File: config.mk
export PLATFORM = sky130hd
export DESIGN_NAME = input_event_fifo_with_key_translation
export DESIGN_NICKNAME = d
export VERILOG_FILES = /design/src/rtl/core/ievf_pkg.sv /design/src/rtl/core/ievf_dp.sv /design/src/rtl/core/ievf_ctrl.sv /design/src/rtl/core/input_event_fifo_with_key_translation.sv
export VERILOG_INCLUDE_DIRS = /design/src /design/src/rtl/core
export SDC_FILE = /design/constraint.sdc
export NUM_CORES = 2
export LEC_CHECK = 0
export ABC_AREA = 1
export BUFFER_PORTS_ARGS = -buffer_cell sky130_fd_sc_hd__buf_4
export CAP_MARGIN = 20
export CELL_PAD_IN_SITES_DETAIL_PLACEMENT = 0
export CELL_PAD_IN_SITES_GLOBAL_PLACEMENT = 1
export CORE_UTILIZATION = 47
export CTS_CLUSTER_DIAMETER = 100
export CTS_CLUSTER_SIZE = 12
export DETAILED_ROUTE_END_ITERATION = 12
export HOLD_SLACK_MARGIN = 0.05
export MAX_ROUTING_LAYER = met4
export PLACE_DENSITY_LB_ADDON = 0.1
export SYNTH_ARGS = -nofsm -noshare
export SYNTH_HDL_FRONTEND = slang
export SYNTH_SLANG_ARGS = --single-unit
File: constraint.sdc
create_clock -name clk -period 7.06 [get_ports clk]
set_clock_uncertainty 0.15 [all_clocks]
set_input_delay 0 -clock clk [delete_from_list [all_inputs] [get_ports clk]]
set_output_delay 0 -clock clk [all_outputs]
set_load 0.01 [all_outputs]
File: src/rtl/core/input_event_fifo_with_key_translation_defines.svh
// Assertion macros for the input event ring.
`ifndef INPUT_EVENT_FIFO_WITH_KEY_TRANSLATION_DEFINES_SVH
`define INPUT_EVENT_FIFO_WITH_KEY_TRANSLATION_DEFINES_SVH

// Same-cycle implication, off while reset is high.
`define IEVF_ASSERT_NOW(label, clk, rst, ante, cons) \
  label: assert property (@(posedge clk) disable iff (rst) (ante) |-> (cons)) \
    else $error("ievf check failed");

// Next-cycle implication, off while reset is high.
`define IEVF_ASSERT_NEXT(label, clk, rst, ante, cons) \
  label: assert property (@(posedge clk) disable iff (rst) (ante) |=> (cons)) \
    else $error("ievf check failed");

`endif

File: src/rtl/core/ievf_pkg.sv
`timescale 1ns / 1ps
// Shared types, codes and the scan-code translation for the input event ring.
package ievf_pkg;

  typedef enum logic [1:0] {
    ACT_PUSH  = 2'd0,
    ACT_POP   = 2'd1,
    ACT_PEEK  = 2'd2,
    ACT_FLUSH = 2'd3
  } act_t;

  typedef enum logic {
    ST_IDLE,
    ST_FINISH
  } state_t;

  localparam logic [2:0] KIND_NONE     = 3'd0;
  localparam logic [2:0] KIND_KEY_DOWN = 3'd1;
  localparam logic [2:0] KIND_KEY_UP   = 3'd2;

  localparam int         CFG_IDX_W  = 1;
  localparam logic [0:0] CFG_ENABLE = 1'b0;
  localparam logic [0:0] CFG_ASCII  = 1'b1;

  typedef struct packed {
    logic [2:0]  kind;
    logic [15:0] x;
    logic [15:0] y;
    logic [2:0]  mods;
  } slot_t;

  typedef struct packed {
    logic take;
    logic load;
  } ievf_cmd_t;

  typedef struct packed {
    logic out_free;
  } ievf_sts_t;

  // Low byte of the set-1 scan-code ROM; zero where the ROM holds none.
  function automatic logic [7:0] scan_char(input logic [7:0] code);
    logic [7:0] c;
    case (code)
      8'd1:  c = 8'h1b;
      8'd2:  c = "1";
      8'd3:  c = "2";
      8'd4:  c = "3";
      8'd5:  c = "4";
      8'd6:  c = "5";
      8'd7:  c = "6";
      8'd8:  c = "7";
      8'd9:  c = "8";
      8'd10: c = "9";
      8'd11: c = "0";
      8'd12: c = "-";
      8'd13: c = "=";
      8'd14: c = 8'h7f;
      8'd15: c = 8'h09;
      8'd16: c = "Q";
      8'd17: c = "W";
      8'd18: c = "E";
      8'd19: c = "R";
      8'd20: c = "T";
      8'd21: c = "Y";
      8'd22: c = "U";
      8'd23: c = "I";
      8'd24: c = "O";
      8'd25: c = "P";
      8'd26: c = "[";
      8'd27: c = "]";
      8'd28: c = 8'h0a;
      8'd30: c = "A";
      8'd31: c = "S";
      8'd32: c = "D";
      8'd33: c = "F";
      8'd34: c = "G";
      8'd35: c = "H";
      8'd36: c = "J";
      8'd37: c = "K";
      8'd38: c = "L";
      8'd39: c = ";";
      8'd40: c = 8'h27;
      8'd43: c = 8'h5c;
      8'd44: c = "Z";
      8'd45: c = "X";
      8'd46: c = "C";
      8'd47: c = "V";
      8'd48: c = "B";
      8'd49: c = "N";
      8'd50: c = "M";
      8'd51: c = ",";
      8'd52: c = ".";
      8'd53: c = "/";
      8'd55: c = "*";
      8'd57: c = " ";
      8'd74: c = "-";
      8'd78: c = "+";
      default: c = 8'h00;
    endcase
    return c;
  endfunction

  // Function keys give the scan code in the high byte; others a character.
  function automatic logic [15:0] translate(input logic [7:0] code, input logic shift);
    logic [7:0] c;
    logic [15:0] r;
    c = scan_char(code);
    if (!shift) begin
      if (c >= "A" && c <= "Z") c = c + 8'h20;
    end else begin
      case (c)
        "1":   c = "!";
        "2":   c = "@";
        "3":   c = "#";
        "4":   c = "$";
        "5":   c = "%";
        "6":   c = "^";
        "7":   c = "&";
        "8":   c = "*";
        "9":   c = "(";
        "0":   c = ")";
        "-":   c = "_";
        "=":   c = "+";
        8'h5c: c = "|";
        ";":   c = ":";
        8'h27: c = 8'h22;
        ",":   c = "<";
        ".":   c = ">";
        "/":   c = "?";
        default: c = c;
      endcase
    end
    if ((code >= 8'h3b && code <= 8'h44) || code == 8'h57 || code == 8'h58) begin
      r = {code, 8'h00};
    end else begin
      r = {8'h00, c};
    end
    return r;
  endfunction

endpackage

File: src/rtl/core/ievf_dp.sv
`timescale 1ns / 1ps
// Datapath: event memory, ring pointers, config registers and result register.
module ievf_dp import ievf_pkg::*; #(
  parameter int RING_DEPTH = 64
) (
  input  logic                  clk,
  input  logic                  rst,
  input  ievf_cmd_t             cmd,
  output ievf_sts_t             sts,
  input  logic                  cfg_we,
  input  logic [CFG_IDX_W-1:0]  cfg_index,
  input  logic                  cfg_data,
  input  logic [1:0]            action,
  input  logic [2:0]            event_kind,
  input  logic signed [15:0]    code_x,
  input  logic signed [15:0]    code_y,
  input  logic [2:0]            modifiers,
  input  logic                  res_ready,
  output logic                  res_valid,
  output logic                  valid_res,
  output logic [2:0]            out_kind,
  output logic signed [15:0]    out_code_x,
  output logic signed [15:0]    out_code_y,
  output logic [2:0]            out_modifiers,
  output logic                  dropped_oldest
);

  localparam int PW = (RING_DEPTH > 1) ? $clog2(RING_DEPTH) : 1;

  function automatic logic [PW-1:0] bump(input logic [PW-1:0] p);
    return (p == PW'(RING_DEPTH - 1)) ? '0 : p + PW'(1);
  endfunction

  logic          enable;
  logic          ascii_mode;
  logic [PW-1:0] head;
  logic [PW-1:0] tail;
  slot_t         mem [RING_DEPTH];
  slot_t         rd_slot;
  slot_t         wr_slot;
  logic          r_hit;
  logic          r_push_ok;
  logic          r_drop;

  act_t          act;
  logic          push_ok;
  logic          drop;
  logic          hit;
  logic [PW-1:0] tail_bump;
  logic          is_key;
  logic [15:0]   x_out;

  assign act       = act_t'(action);
  assign tail_bump = bump(tail);
  assign push_ok   = (act == ACT_PUSH) && enable && (event_kind != KIND_NONE);
  assign drop      = push_ok && (tail_bump == head);
  assign hit       = ((act == ACT_POP) || (act == ACT_PEEK)) && enable && (head != tail);
  assign is_key    = (event_kind == KIND_KEY_DOWN) || (event_kind == KIND_KEY_UP);

  always_comb begin
    wr_slot.kind = event_kind;
    wr_slot.mods = modifiers;
    if (is_key) begin
      wr_slot.x = {8'h00, code_x[7:0]};
      wr_slot.y = '0;
    end else begin
      wr_slot.x = code_x;
      wr_slot.y = code_y;
    end
  end

  always_ff @(posedge clk) begin
    if (rst) begin
      enable     <= 1'b0;
      ascii_mode <= 1'b1;
    end else if (cfg_we) begin
      case (cfg_index)
        CFG_ENABLE: enable     <= cfg_data;
        CFG_ASCII:  ascii_mode <= cfg_data;
        default:    ;
      endcase
    end
  end

  always_ff @(posedge clk) begin
    if (rst) begin
      head <= '0;
      tail <= '0;
    end else if (cmd.take) begin
      case (act)
        ACT_PUSH: begin
          if (push_ok) tail <= tail_bump;
          // full ring: drop the oldest event
          if (drop) head <= bump(head);
        end
        ACT_POP: begin
          if (hit) head <= bump(head);
        end
        ACT_FLUSH: begin
          head <= '0;
          tail <= '0;
        end
        default: ;
      endcase
    end
  end

  always_ff @(posedge clk) begin
    if (cmd.take && push_ok) mem[tail] <= wr_slot;
    if (cmd.take) rd_slot <= mem[head];
  end

  always_ff @(posedge clk) begin
    if (cmd.take) begin
      r_hit     <= hit;
      r_push_ok <= push_ok;
      r_drop    <= drop;
    end
  end

  assign x_out = (rd_slot.kind == KIND_KEY_DOWN && !ascii_mode)
               ? translate(rd_slot.x[7:0], rd_slot.mods[2]) : rd_slot.x;

  always_ff @(posedge clk) begin
    if (rst) begin
      res_valid <= 1'b0;
    end else if (cmd.load) begin
      res_valid <= 1'b1;
    end else if (res_ready) begin
      res_valid <= 1'b0;
    end
  end

  always_ff @(posedge clk) begin
    if (cmd.load) begin
      valid_res      <= r_hit || r_push_ok;
      dropped_oldest <= r_drop;
      out_kind       <= r_hit ? rd_slot.kind : KIND_NONE;
      out_code_x     <= r_hit ? x_out : '0;
      out_code_y     <= r_hit ? rd_slot.y : '0;
      out_modifiers  <= r_hit ? rd_slot.mods : '0;
    end
  end

  assign sts.out_free = !res_valid || res_ready;

endmodule

File: src/rtl/core/ievf_ctrl.sv
`timescale 1ns / 1ps
// Controller: takes one request, then hands its result to the output register.
module ievf_ctrl import ievf_pkg::*; (
  input  logic      clk,
  input  logic      rst,
  input  logic      in_valid,
  input  ievf_sts_t sts,
  output logic      in_ready,
  output ievf_cmd_t cmd
);

  state_t state;
  state_t state_next;

  always_ff @(posedge clk) begin
    if (rst) state <= ST_IDLE;
    else     state <= state_next;
  end

  always_comb begin
    state_next = state;
    case (state)
      ST_IDLE:   if (in_valid) state_next = ST_FINISH;
      ST_FINISH: if (sts.out_free) state_next = ST_IDLE;
      default:   state_next = ST_IDLE;
    endcase
  end

  always_comb begin
    in_ready = 1'b0;
    cmd      = '0;
    case (state)
      ST_IDLE: begin
        in_ready = 1'b1;
        cmd.take = in_valid;
      end
      ST_FINISH: begin
        // hold until the output register is free
        cmd.load = sts.out_free;
      end
      default: ;
    endcase
  end

endmodule

File: src/rtl/core/input_event_fifo_with_key_translation.sv
`timescale 1ns / 1ps
// Input event ring with scan-code translation on read: top level.
//
// Requests enter on in_valid/in_ready: action selects push, pop, peek or
// flush, with the event fields alongside. Each request gives exactly one
// result on res_valid/res_ready. Configuration is a plain write port
// (cfg_we, cfg_index, cfg_data): index 0 enable, index 1 ascii_mode; write
// it only while no request is outstanding.
// Timing: a request is taken in the take step and its result is loaded into
// the output register in the finish step, once that register is free; res_valid
// rises with that load. One request is in flight at a time: no new request is
// taken until the finish step of the last one, set by the take/finish sequence
// of the controller and the registered read of the event memory.
// A result waiting in the output register does not stop the next request
// from being taken; a stalled receiver holds only the finish step.
// Reset empties the ring, clears enable and sets ascii_mode; the event memory
// itself is not cleared, since only written slots are ever read.
`include "input_event_fifo_with_key_translation_defines.svh"
module input_event_fifo_with_key_translation import ievf_pkg::*; #(
  parameter int RING_DEPTH = 64
) (
  input  logic                  clk,
  input  logic                  rst,
  input  logic                  cfg_we,
  input  logic [CFG_IDX_W-1:0]  cfg_index,
  input  logic                  cfg_data,
  input  logic                  in_valid,
  output logic                  in_ready,
  input  logic [1:0]            action,
  input  logic [2:0]            event_kind,
  input  logic signed [15:0]    code_x,
  input  logic signed [15:0]    code_y,
  input  logic [2:0]            modifiers,
  output logic                  res_valid,
  input  logic                  res_ready,
  output logic                  valid_res,
  output logic [2:0]            out_kind,
  output logic signed [15:0]    out_code_x,
  output logic signed [15:0]    out_code_y,
  output logic [2:0]            out_modifiers,
  output logic                  dropped_oldest
);

  ievf_cmd_t cmd;
  ievf_sts_t sts;

  ievf_ctrl u_ctrl (
    .clk      (clk),
    .rst      (rst),
    .in_valid (in_valid),
    .sts      (sts),
    .in_ready (in_ready),
    .cmd      (cmd)
  );

  ievf_dp #(
    .RING_DEPTH (RING_DEPTH)
  ) u_dp (
    .clk            (clk),
    .rst            (rst),
    .cmd            (cmd),
    .sts            (sts),
    .cfg_we         (cfg_we),
    .cfg_index      (cfg_index),
    .cfg_data       (cfg_data),
    .action         (action),
    .event_kind     (event_kind),
    .code_x         (code_x),
    .code_y         (code_y),
    .modifiers      (modifiers),
    .res_ready      (res_ready),
    .res_valid      (res_valid),
    .valid_res      (valid_res),
    .out_kind       (out_kind),
    .out_code_x     (out_code_x),
    .out_code_y     (out_code_y),
    .out_modifiers  (out_modifiers),
    .dropped_oldest (dropped_oldest)
  );

  `IEVF_ASSERT_NEXT(a_one_in_flight, clk, rst, in_valid && in_ready, !in_ready)
  `IEVF_ASSERT_NOW(a_drop_is_push, clk, rst, res_valid && dropped_oldest,
                   valid_res && out_kind == KIND_NONE)
  `IEVF_ASSERT_NOW(a_kind_needs_hit, clk, rst, res_valid && out_kind != KIND_NONE, valid_res)
  `IEVF_ASSERT_NOW(a_none_is_zero, clk, rst, res_valid && !valid_res,
                   out_code_x == 16'sd0 && out_code_y == 16'sd0 && out_modifiers == 3'd0)

endmodule

==> out/qor.yml <==
layout:
  drive_gt1_share_pct: 8.55
  syn_to_final_growth_pct: 11.3
  finish.utilization_pct: 52.6
  fin_nets: 7834
  multi_input_area_um2: 22400
  fill_cells: 17900
  seq_area_um2: 75800
detailed_routing:
  finalWirelength_mm: 327
  drt-initial-drc-count: 8953
  drc: 0
  dr.pass1.iters: 6
  vias: 66300
  wire_per_inst_um: 30.7
  ant_nets: 0
  vias_per_cell: 6.23
worst_setup_path:
  critPathKind: "reg2reg"
  endpoint_kind: "register"
  timing.rr.start: "u_dp.enable"
  rrSetupSlack_ns: 1.43
  required_ns: 7.44
  reg2regPathDepth: 10
  r2r_end: "u_dp.mem[33][24]"
  arrival_ns: 6.01
  crit_path_start_kind: "register"
  crit_fanout: 22
timing:
  period_needed_ns: 5.63
  setup_viol: 0
  tns_ns: 0
  relSlewSlack_pct: 20.0
  period_share_pct: 79.8
  finalMaxSlewViolations: 0
  tightest_slew_ns: 1.20
  fin_ws_ns: 1.43
  hold_viol_final: 0
  rsz0062_at_grt: "no"
  max_freq_ghz: 0.178
floorplan:
  die_h_um: 464
  die_area_um2: 215000
  initial_core_util_pct: 47.2
  ios: 89
  core_area_um2: 212000
  row_count: 169
  die_w_um: 464
clock_tree:
  clkTransAtPathRegs_ns: 0.07
  cts_tree: "built"
  clockBufferDepth: 3
  clock_sinks: 2529
  cts_root_buf: "clkbuf_16"
  post_cts_buffers: 0
  cts_buffers: 228
  insertion_delay_ns: 0.87
  htree_num_levels: 4
logic_synthesis:
  yosys_warnings: 0
  synth_edf_count: 2513
  syn_inst: 7751
  syn_avg_cell_area_um2: 12.9
  synthArstFlopShare_pct: 0
  synth_cell_types: 46
  synth_area_leaders: "edfxtp_1 75%, o21ai_0 7.8%, nor2_1 6.6%, o22ai_1 4.7%, clkbuf_1 1.9%"
  netlist_area_um2: 100000
  ys.flop_type: "edfxtp_1"
  netlist.area_leader.share_pct: 75.4
  yosysTopAreaCell: "edfxtp_1"
  ys_ff_latch: 2529
  synth-seq-area-share_pct: 75.7
  synth_nets: 7813
worst_hold_path:
  worstHoldPathType: "in2reg"
  min_to: "u_dp.mem[28][24]"
  whs_path_depth: 2
  min_from: "code_x[5]"
power_and_ir_drop:
  p_leak_nw: 34.9
  power.density_nw_per_um2: 270
  comb_power_share_pct: 7.6
  clkPwrFrac_pct: 36.9
  peakVddDrop_uv: 279
  p_total_mw: 30.1
  switching_share_pct: 23.6
  p_switching_mw: 7.09
  seqPwrFrac_pct: 55.5
  internal_power_mw: 23.0
run:
  drv_cap: 0
global_routing:
  grt_pass1_vias: 61800
  grt_util_met3_pct: 4.71
  grt_pass1_wl_mm: 461
  grt_use_met1_pct: 43.9
  grtUsageTotal_pct: 30.8
  gr-total-overflow: 0
  top_usage_layer: "met2"
  antenna_found_initial: 21
  grtUsageMet2_pct: 46.8
  grt_max_degree: 184
outcome:
  status: "finished, final reports clean"
placed_design:
  dp.final_hpwl_mm: 182
  port_buffers: 88
  preCtsSetupSlack_ns: 1.71
  gp_congestion: 0.900
[what timing repair did]
item,in CTS,in global routing
endpoints found under the hold margin,2532,0
gates resized for setup,0,0
hold buffers,63,0
[flip-flops by register name (all words and copies together) (netlist names), 3 cells and up]
| register | count |
|---|---|
| u_dp.rd_slot | 38 |
| u_dp.head | 6 |
| u_dp.out_code_x | 16 |
| u_dp.out_modifiers | 3 |
| u_dp.out_kind | 3 |
| u_dp.mem | 2432 |
| u_dp.tail | 6 |
| u_dp.out_code_y | 16 |
[worst max path at each step]
stage	startpoint	slack, ns	cells past startpoint	to
global route	u_dp.enable	1.25	10	u_dp.mem[33][31]
detailed placement	u_dp.enable	1.71	10	u_dp.mem[33][35]
global placement	u_dp.enable	1.68	9	u_dp.mem[33][35]
finish	u_dp.enable	1.43	10	u_dp.mem[33][24]
floorplan	u_ctrl.state	0.88	6	u_dp.mem[56][0]
CTS	u_dp.enable	1.68	10	u_dp.mem[33][30]
[routing by layer]
layer | vias to the layer above | wire (µm)
met1 | 34000 | 138000
li1 | 28700 | -
met5 | - | 0
met4 | 0 | 7920
met3 | 457 | 29300
met2 | 3124 | 151000
[metrics by stage]
stage | cell area (µm²) | instances | hold slack, ns
2_1_floorplan | 100000 | 7751 | -0.0511
3_3_place_gp | 105000 | 10300 | 0.107
3_5_place_dp | 105000 | 10300 | 0.131
5_1_grt | 111000 | 10600 | 0.124
4_1_cts | 111000 | 10600 | 0.0990
6_report | 111000 | 10600 | 0.116
[synthesized netlist by cell type, types with 16 or more instances]
| cell | instances |
|---|---|
| a21oi_1 | 43 |
| buf_2 | 32 |
| clkbuf_1 | 499 |
| dfxtp_1 | 16 |
| edfxtp_1 | 2513 |
| inv_1 | 113 |
| nand2_1 | 199 |
| nand3_1 | 75 |
| nor2_1 | 1767 |
| nor3_1 | 16 |
| o21ai_0 | 1560 |
| o22ai_1 | 749 |
| o32ai_1 | 44 |
[worst max-delay path: stages (launching register included)]
cell and delay (ns):
dfxtp_1 0.66, o31ai_1 0.22, buf_4 0.24, nor2_1 0.20, inv_1 0.08, nor2_1 0.47, inv_1 0.46, nor2_1 0.46
nand3_1 0.86, nor2_4 1.02, buf_4 0.43
[layout make-up]
cell class                 instances  share of cell area (%)
tap                             2821                    3.17
inverter                         130                   0.467
antenna                           11                  0.0247
clock inverter                    12                   0.192
multi-input combinational       4541                    20.1
timing repair buffer             342                    2.71
sequential                      2529                    68.0
clock buffer                     259                    5.30
[placed cells by master, fill, tap and decap left out, types with 63 or more instances in the layout]
| cell | count |
|---|---|
| buf_4 | 255 |
| clkbuf_16 | 232 |
| dlygate4sd3_1 | 63 |
| edfxtp_1 | 2513 |
| inv_1 | 109 |
| nand2_1 | 199 |
| nand3_1 | 75 |
| nor2_1 | 1689 |
| nor2_4 | 80 |
| o21ai_0 | 1560 |
| o22ai_1 | 749 |
[power by group through the flow]
stage	sequential (mW)	clock, mW	combinational, mW
global route	16.7	11.7	2.46
floorplan	17.0	0	1.24
CTS	16.7	11.2	2.27
global placement	17.0	0	2.20
detailed placement	17.0	0	2.24
finish	16.7	11.1	2.29
[cells by family after synthesis]
| logic type | count (synthesis) | share of synthesized area [%] |
|---|---|---|
| AOI/OAI and AO/OA | 2423 | 13.3 |
| buffers and inverters | 681 | 2.63 |
| adders and majority gates | 15 | 0.187 |
| and+or+nand+nor | 2093 | 8.10 |
| xor gates and xnor gates | 10 | 0.0875 |
| DFF | 2529 | 75.7 |
No activity file was read; power rests on OpenSTA's default activity.
